### config.mk
export PLATFORM = sky130hd
export DESIGN_NAME = contiguous_first_fit_allocator
export DESIGN_NICKNAME = d
export VERILOG_FILES = /design/src/rtl/cffa_pkg.sv /design/src/rtl/cffa_cell.sv /design/src/rtl/contiguous_first_fit_allocator.sv
export VERILOG_INCLUDE_DIRS = /design/src /design/src/rtl
export SDC_FILE = /design/constraint.sdc
export NUM_CORES = 1
export LEC_CHECK = 0
export ABC_AREA = 0
export BUFFER_PORTS_ARGS = -buffer_cell sky130_fd_sc_hd__buf_2
export CORE_MARGIN = 5
export CORE_UTILIZATION = 33
export CTS_BUF_LIST = sky130_fd_sc_hd__clkbuf_4
export DETAILED_ROUTE_END_ITERATION = 10
export PLACE_DENSITY_LB_ADDON = 0.08
export SETUP_SLACK_MARGIN = 0.02
export SYNTH_ARGS = -nofsm -noshare
export SYNTH_HDL_FRONTEND = slang
export SYNTH_SLANG_ARGS = --single-unit
### constraint.sdc
create_clock -name clk_i -period 4.7 [get_ports clk_i]
set_input_delay 0.94 -clock clk_i [delete_from_list [all_inputs] [get_ports clk_i]]
set_output_delay 0.94 -clock clk_i [all_outputs]
set_load 0.005 [all_outputs]
### src/rtl/contiguous_first_fit_allocator_assert.svh
// Assertion helpers for the allocator
`ifndef CONTIGUOUS_FIRST_FIT_ALLOCATOR_ASSERT_SVH
`define CONTIGUOUS_FIRST_FIT_ALLOCATOR_ASSERT_SVH

// Implication checked at every clock edge outside reset
`define CFFA_ASSERT_IMP(lbl, ante, cons, msg) \
  lbl: assert property (@(posedge clk_i) disable iff (!rst_ni) (ante) |-> (cons)) \
    else $error(msg);

// Implication whose consequent is checked in the cycle after the antecedent
`define CFFA_ASSERT_NEXT(lbl, ante, cons, msg) \
  lbl: assert property (@(posedge clk_i) disable iff (!rst_ni) (ante) |=> (cons)) \
    else $error(msg);

`endif

### src/rtl/cffa_pkg.sv
package cffa_pkg;

  localparam int unsigned DEF_DISK_BLOCKS = 256;
  localparam int unsigned DEF_MAX_FILES   = 16;
  localparam logic [8:0]  DISK_SIZE_RST   = 9'd256;

  // Request opcodes
  localparam logic OP_ALLOC = 1'b0;
  localparam logic OP_FREE  = 1'b1;

  // Result status codes
  localparam logic [2:0] ST_OK       = 3'd0;
  localparam logic [2:0] ST_EXISTS   = 3'd1;
  localparam logic [2:0] ST_NOSPACE  = 3'd2;
  localparam logic [2:0] ST_NOTFOUND = 3'd3;
  localparam logic [2:0] ST_FULL     = 3'd4;

  typedef enum logic [1:0] {
    ST_IDLE,
    ST_SCAN,
    ST_COMMIT,
    ST_DONE
  } state_e;

endpackage

### src/rtl/cffa_cell.sv
// One ring cell: loads its neighbor's word when the ring advances
module cffa_cell import cffa_pkg::*; #(
  parameter int unsigned W = 1
) (
  input  logic         clk_i,
  input  logic         rst_ni,
  input  logic         shift_i,
  input  logic [W-1:0] d_i,
  output logic [W-1:0] q_o
);

  logic [W-1:0] word_q;

  always_ff @(posedge clk_i or negedge rst_ni) begin
    if (!rst_ni) begin
      word_q <= '0;
    end else if (shift_i) begin
      word_q <= d_i;
    end
  end

  assign q_o = word_q;

endmodule

### src/rtl/contiguous_first_fit_allocator.sv
// Each request runs one search lap and one update lap of the rings, then its result
// goes into the output register, which raises out_valid_o; every request takes both
// laps. A request is taken only when idle, so the next one waits until the result
// of the previous one has been loaded into the output register.
// Reset: asynchronous, active low; all blocks free, table empty, disk_size 256.
module contiguous_first_fit_allocator import cffa_pkg::*; #(
  parameter int unsigned DISK_BLOCKS = DEF_DISK_BLOCKS,
  parameter int unsigned MAX_FILES   = DEF_MAX_FILES
) (
  input  logic       clk_i,
  input  logic       rst_ni,
  input  logic       cfg_valid_i,
  output logic       cfg_ready_o,
  input  logic [8:0] cfg_disk_size_i,
  input  logic       in_valid_i,
  output logic       in_stall_o,
  input  logic       op_i,
  input  logic [7:0] file_id_i,
  input  logic [8:0] length_i,
  output logic       out_valid_o,
  input  logic       out_stall_i,
  output logic [2:0] status_o,
  output logic [7:0] start_block_o,
  output logic [8:0] run_length_o
);

  `include "contiguous_first_fit_allocator_assert.svh"

  localparam int unsigned P  = (DISK_BLOCKS > MAX_FILES) ? DISK_BLOCKS : MAX_FILES;
  localparam int unsigned CW = $clog2(P);
  localparam int unsigned BW = $clog2(DISK_BLOCKS);
  localparam int unsigned IW = (MAX_FILES > 1) ? $clog2(MAX_FILES) : 1;
  localparam int unsigned XW = ((CW > 9) ? CW : 9) + 2;
  localparam int unsigned TW = 1 + 8 + BW + 9;

  state_e state_q, state_d;
  logic [CW-1:0] cnt_q;
  logic          last_lap;
  logic [8:0]    disk_q;

  // Request capture
  logic       op_q;
  logic [7:0] id_q;
  logic [8:0] len_q;

  // Search results
  logic          found_q, free_ok_q, fit_q;
  logic [IW-1:0] found_k_q, free_k_q;
  logic [BW-1:0] fit_start_q, hit_start_q;
  logic [8:0]    hit_len_q;
  logic [9:0]    run_q;

  // Output register
  logic       out_valid_q;
  logic [2:0] status_q;
  logic [7:0] start_q;
  logic [8:0] rlen_q;

  // Rings
  logic [DISK_BLOCKS-1:0] bm_q;
  logic                   bm_head_d;
  logic [TW-1:0]          tb_q [MAX_FILES];
  logic [TW-1:0]          tb_head_d;
  logic                   bm_shift, tb_shift, busy;

  logic          hd_valid;
  logic [7:0]    hd_id;
  logic [BW-1:0] hd_start;
  logic [8:0]    hd_len;
  logic [XW-1:0] cnt_x, run_end, fit_new;
  logic [IW-1:0] slot;
  logic          in_limit, in_range, in_take, out_load;
  logic [2:0]    res_status;

  assign busy      = (state_q == ST_SCAN) || (state_q == ST_COMMIT);
  assign last_lap  = (cnt_q == CW'(P - 1));
  assign cnt_x     = XW'(cnt_q);
  assign bm_shift  = busy && (cnt_x < XW'(DISK_BLOCKS));
  assign tb_shift  = busy && (cnt_x < XW'(MAX_FILES));
  assign slot      = IW'(cnt_q);
  assign {hd_valid, hd_id, hd_start, hd_len} = tb_q[0];

  assign cfg_ready_o = 1'b1;
  assign in_stall_o  = (state_q != ST_IDLE);
  assign in_take     = in_valid_i && !in_stall_o;
  assign out_load    = (state_q == ST_DONE) && (!out_valid_q || !out_stall_i);

  // Block ring
  for (genvar j = 0; j < DISK_BLOCKS; j++) begin : g_bm
    cffa_cell #(.W(1)) u_cell (
      .clk_i  (clk_i),
      .rst_ni (rst_ni),
      .shift_i(bm_shift),
      .d_i    ((j == DISK_BLOCKS - 1) ? bm_head_d : bm_q[(j + 1) % DISK_BLOCKS]),
      .q_o    (bm_q[j])
    );
  end

  // File table ring
  for (genvar j = 0; j < MAX_FILES; j++) begin : g_tb
    cffa_cell #(.W(TW)) u_cell (
      .clk_i  (clk_i),
      .rst_ni (rst_ni),
      .shift_i(tb_shift),
      .d_i    ((j == MAX_FILES - 1) ? tb_head_d : tb_q[(j + 1) % MAX_FILES]),
      .q_o    (tb_q[j])
    );
  end

  // Head updates: unchanged during search, written during commit of a good request
  assign in_limit = (cnt_x < XW'(disk_q));
  assign run_end  = (op_q == OP_ALLOC) ? (XW'(fit_start_q) + XW'(len_q))
                                       : (XW'(hit_start_q) + XW'(hit_len_q));
  assign in_range = (cnt_x >= ((op_q == OP_ALLOC) ? XW'(fit_start_q) : XW'(hit_start_q)))
                    && (cnt_x < run_end);
  assign fit_new  = cnt_x + XW'(1) - XW'(len_q);

  always_comb begin
    bm_head_d = bm_q[0];
    tb_head_d = tb_q[0];
    if (state_q == ST_COMMIT && res_status == ST_OK) begin
      if (in_range) begin
        bm_head_d = (op_q == OP_ALLOC);
      end
      if (op_q == OP_ALLOC && slot == free_k_q) begin
        tb_head_d = {1'b1, id_q, fit_start_q, len_q};
      end else if (op_q == OP_FREE && slot == found_k_q) begin
        tb_head_d = {1'b0, hd_id, hd_start, hd_len};
      end
    end
  end

  // Result of the search lap
  always_comb begin
    res_status = ST_OK;
    if (op_q == OP_ALLOC) begin
      priority if (found_q) begin
        res_status = ST_EXISTS;
      end else if (!fit_q) begin
        res_status = ST_NOSPACE;
      end else if (!free_ok_q) begin
        res_status = ST_FULL;
      end else begin
        res_status = ST_OK;
      end
    end else if (!found_q) begin
      res_status = ST_NOTFOUND;
    end
  end

  // Next state
  always_comb begin
    state_d = state_q;
    unique case (state_q)
      ST_IDLE:   if (in_take) state_d = ST_SCAN;
      ST_SCAN:   if (last_lap) state_d = ST_COMMIT;
      ST_COMMIT: if (last_lap) state_d = ST_DONE;
      ST_DONE:   if (out_load) state_d = ST_IDLE;
      default:   state_d = ST_IDLE;
    endcase
  end

  // Sequencer and search bookkeeping
  always_ff @(posedge clk_i or negedge rst_ni) begin
    if (!rst_ni) begin
      state_q   <= ST_IDLE;
      cnt_q     <= '0;
      disk_q    <= DISK_SIZE_RST;
      found_q   <= 1'b0;
      free_ok_q <= 1'b0;
      fit_q     <= 1'b0;
      run_q     <= '0;
    end else begin
      if (cfg_valid_i && cfg_ready_o) begin
        disk_q <= cfg_disk_size_i;
      end
      state_q <= state_d;
      cnt_q <= (busy && !last_lap) ? cnt_q + CW'(1) : '0;
      if (in_take) begin
        found_q   <= 1'b0;
        free_ok_q <= 1'b0;
        fit_q     <= 1'b0;
        run_q     <= '0;
      end else if (state_q == ST_SCAN) begin
        if (tb_shift) begin
          if (hd_valid && hd_id == id_q && !found_q) found_q <= 1'b1;
          if (!hd_valid && !free_ok_q) free_ok_q <= 1'b1;
        end
        if (bm_shift && in_limit) begin
          run_q <= bm_q[0] ? '0 : run_q + 10'd1;
          if (!bm_q[0] && !fit_q && (run_q + 10'd1 == {1'b0, len_q})) fit_q <= 1'b1;
        end
      end
    end
  end

  // Payload captured on acceptance; match and fit details captured during the search lap
  always_ff @(posedge clk_i) begin
    if (in_take) begin
      op_q  <= op_i;
      id_q  <= file_id_i;
      len_q <= length_i;
    end else if (state_q == ST_SCAN) begin
      if (tb_shift && hd_valid && hd_id == id_q && !found_q) begin
        found_k_q   <= slot;
        hit_start_q <= hd_start;
        hit_len_q   <= hd_len;
      end
      if (tb_shift && !hd_valid && !free_ok_q) free_k_q <= slot;
      if (bm_shift && in_limit && !bm_q[0] && !fit_q
          && (run_q + 10'd1 == {1'b0, len_q})) begin
        fit_start_q <= BW'(fit_new);
      end
    end
  end

  // Output register
  always_ff @(posedge clk_i or negedge rst_ni) begin
    if (!rst_ni) begin
      out_valid_q <= 1'b0;
    end else if (out_load) begin
      out_valid_q <= 1'b1;
    end else if (!out_stall_i) begin
      out_valid_q <= 1'b0;
    end
  end

  always_ff @(posedge clk_i) begin
    if (out_load) begin
      status_q <= res_status;
      start_q  <= '0;
      rlen_q   <= '0;
      if (res_status == ST_OK) begin
        start_q <= (op_q == OP_ALLOC) ? 8'(fit_start_q) : 8'(hit_start_q);
        rlen_q  <= (op_q == OP_ALLOC) ? len_q : hit_len_q;
      end
    end
  end

  assign out_valid_o   = out_valid_q;
  assign status_o      = status_q;
  assign start_block_o = start_q;
  assign run_length_o  = rlen_q;

  // Checks
  `CFFA_ASSERT_NEXT(a_take_scan, in_take, state_q == ST_SCAN, "request did not start a search")
  `CFFA_ASSERT_IMP(a_ok_len, out_valid_o, (status_o == ST_OK) == (run_length_o != 9'd0), "bad len")
  `CFFA_ASSERT_NEXT(a_hold_out, out_valid_o && out_stall_i, out_valid_o && $stable(status_o), "lost")
  `CFFA_ASSERT_IMP(a_idle_cnt, state_q == ST_IDLE || state_q == ST_DONE, cnt_q == '0, "cnt busy")

endmodule
==> results.toml <==
[route]
viasPerCell = 4.55
routed_wl_um = 55800
vias = 16800
drt_iter0_drc = 779
ant_nets = 0
wire_per_inst_um = 15.1
dr.pass1.iters = 4
drc = 0

[critical_path]
critPathKind = "reg2reg"
reg2reg_to = "fit_start_q[2]"
worstSetupEndpoint = "fit_start_q[2]"
worstSetupStartpoint = "run_q[4]"
start_kind = "flip-flop"
ff2ff_path_depth = 6
cp.arrival_ns = 4.04
r2r_slack_ns = 1.27
required_ns = 5.31
critPathMaxFanout = 9
crit_path_end_kind = "flip-flop"
r2r_start = "run_q[4]"

[status]
status = "completed"

[synthesis]
synth.cell_area_um2 = 31100
yosysWarnings = 0
synth.distinct_cells = 68
synth_nets = 2128
yosysTopAreaCell = "dfrtp_1"
syn_inst = 2035
ys_seq_elements = 776
ys.flop_type = "dfrtp_1"
syn_area_per_cell_um2 = 15.3
synth_edf_count = 71
synth.top_cell.area_share_pct = 56.6
seq_area_frac_synth_pct = 63.6
ys_top_cells_by_area = "dfrtp_1, mux2_2, edfxtp_1"
async_flop_share_pct = 90.9

[pwr]
power_uw = 13400
power_density_nw_per_um2 = 373
leakagePower_uw = 0.0179
ir_worst_vdd_v = 0.000200

[floorplan]
ios = 55
die_w_um = 317
dieHeight_um = 317
row_count = 112
core_area_um2 = 93500
dieArea_um2 = 100000
start_util_pct = 33.3

[global_route]
grt_max_degree = 179
grt_overflow = 0
grt_pass1_vias = 18300
grt_usage_pct = 11.5
grt_pass1_wl_um = 93800
antenna_found_initial = 2

[clock_network]
clk_pin_slew_ns = 0.07
cts.sinks = 776
ctsRootBufferMaster = "clkbuf_4"
htree_levels = 4
insertion_delay_ns = 1.04
cts_setup_buffers = 0
cts_tree = "done"
clockBufferDepth = 3
cts_buffers = 214

[final_layout]
drive_gt1_share_pct = 44.8
area_delta_synth_final_pct = 15.7
utilization_pct = 38.5
final_nets = 2349
multi_input_area_um2 = 10800
register_area_um2 = 19800
fillers = 8941

[sta]
min_period_ns = 3.43
grt_setup_unrepaired = "no"
hold_viol_final = 0
finalSetupTns_ns = 0
worstMarginPinSlew_ns = 1.23
setup_viol = 0
relSlewSlack_pct = 17.8
slew_violations = 0
max_freq_ghz = 0.292
fin_crit_sh_pct = 72.9
final.setup_skew_ns = 0.0784

[place]
portBuffers = 53
dp_hpwl_um = 33000
gp_congestion = 0.791

[job]
drv_cap = 0

[min_path]
hold_class = "in2reg"
==> power breakdown <==
part	leakage, uW	switching [uW]	total (uW)	internal (uW)
Sequential	0.0104	75.3	6880	6800
Combinational	0.00579	267	418	152
Clock	0.00170	2780	6140	3360
Total	0.0179	3120	13400	10300
==> repair_timing <==
action / in CTS / in global routing
hold endpoints to repair: 103 / 0
resized for setup: 0 / 0
hold buffers: 30 / 0
==> cells in the mapped netlist (2+ instances only) <==
cell,instances
a211oi_1,4
a21o_1,8
a21oi_1,52
a21oi_2,16
a221oi_1,2
a22oi_1,2
a2bb2oi_1,2
a31oi_1,7
and2_1,3
and3_1,2
buf_1,20
buf_2,13
buf_6,3
clkbuf_1,61
dfrtp_1,704
edfxtp_1,71
fa_1,3
ha_1,58
inv_1,35
mux2_1,30
mux2_2,619
mux2i_1,38
nand2_1,25
nand2b_1,10
nand3_1,25
nand4_1,4
nor2_1,70
nor2_4,7
nor2b_1,7
nor3_1,11
nor4_1,8
o211ai_1,3
o21a_1,5
o21ai_0,22
o21bai_1,3
o31ai_1,2
or2_1,2
or3_1,2
xnor2_1,34
xor2_1,14
==> worst min path at each step <==
stage                                 from                      to  slack [ns]  cells after the start
global placement    g_tb[7].u_cell.q_o[10]  g_tb[7].u_cell.q_o[10]        0.46                      1
detailed placement   g_tb[0].u_cell.q_o[8]            hit_len_q[8]        0.46                      0
CTS                            cfg_valid_i               disk_q[6]        0.09                      3
floorplan            g_tb[0].u_cell.q_o[9]          hit_start_q[0]        0.44                      0
global route                   cfg_valid_i               disk_q[5]        0.13                      3
finish                         cfg_valid_i               disk_q[6]        0.29                      3
==> area by class of cell <==
type                            count  share of cell area, %
Antenna cell                        5                 0.0348
Clock buffer                      344                   7.18
Clock inverter                     47                  0.709
Inverter                           37                  0.386
Multi-Input combinational cell   1123                   30.0
Sequential cell                   776                   54.9
Tap cell                         1254                   4.36
Timing Repair Buffer              104                   2.38
==> flip-flops by register name, summed over array words and instances (netlist names) <==
register	flops
cnt_q	8
disk_q	9
fit_q	1
fit_start_q	8
found_k_q	4
found_q	1
free_k_q	4
free_ok_q	1
g_bm.u_cell.q_o	256
g_tb.u_cell.q_o	416
hit_len_q	9
hit_start_q	8
id_q	8
len_q	9
op_q	1
out_valid_o	1
run_length_o	9
run_q	10
start_block_o	8
state_q	2
status_o	3
==> through the flow <==
| step | std cells | worst slack, ns | hold WS (ns) | instance area (um^2) |
|---|---|---|---|---|
| final | 3690 | 1.27 | 0.291 | 36000 |
| after global routing | 3690 | 1.13 | 0.133 | 36000 |
| after CTS | 3685 | 1.33 | 0.0901 | 36000 |
| after detailed placement | 3264 | 1.36 | 0.465 | 32800 |
| after global placement | 3264 | 1.35 | 0.462 | 32800 |
| after floorplan | 2035 | 1.18 | 0.439 | 31100 |
==> layer usage <==
metal / vias to the layer above / wire length (um) / track usage, %
li1: 7871 / - / -
met1: 8485 / 26100 / 15.1
met2: 304 / 25300 / 17.6
met3: 143 / 2830 / 3.54
met4: 0 / 1510 / 5.17
met5: - / 0 / 0
==> logic make-up after synthesis <==
family                   Yosys count  synth area share (%)
flip-flops                       776                  63.6
multiplexers                     687                  24.7
AND/OR/NAND/NOR                  186                  3.07
AO/OA/AOI/OAI                    140                  2.91
buffers and inverters            136                  1.81
adder cells (fa/ha/maj)           61                  2.53
XOR/XNOR                          48                  1.35
other                              1                0.0121
==> layout by cell type, fill, tap and decap left out, types with 8 or more instances in the layout <==
| cell | synthesis | layout |
|---|---|---|
| a21o_1 | 8 | 8 |
| a21oi_1 | 52 | 52 |
| a21oi_2 | 16 | 16 |
| buf_12 | 0 | 10 |
| buf_2 | 13 | 52 |
| buf_4 | 1 | 11 |
| clkbuf_4 | 0 | 344 |
| clkinv_1 | 1 | 32 |
| dfrtp_1 | 704 | 704 |
| dlygate4sd3_1 | 0 | 30 |
| edfxtp_1 | 71 | 71 |
| ha_1 | 58 | 57 |
| inv_1 | 35 | 35 |
| mux2_1 | 30 | 30 |
| mux2_2 | 619 | 619 |
| mux2i_1 | 38 | 38 |
| nand2_1 | 25 | 25 |
| nand2b_1 | 10 | 10 |
| nand3_1 | 25 | 25 |
| nor2_1 | 70 | 70 |
| nor3_1 | 11 | 9 |
| nor4_1 | 8 | 8 |
| o21ai_0 | 22 | 22 |
| xnor2_1 | 34 | 34 |
| xor2_1 | 14 | 14 |
==> worst max-delay path: stages (launching register included) <==
cell and delay (ns):
dfrtp_1 0.47, nand3_1 0.22, or2_1 0.33, xnor2_1 0.22
nor4_1 0.60, nand4_1 0.23, a2111oi_4 0.92
No activity file was read; power rests on OpenSTA's default activity.
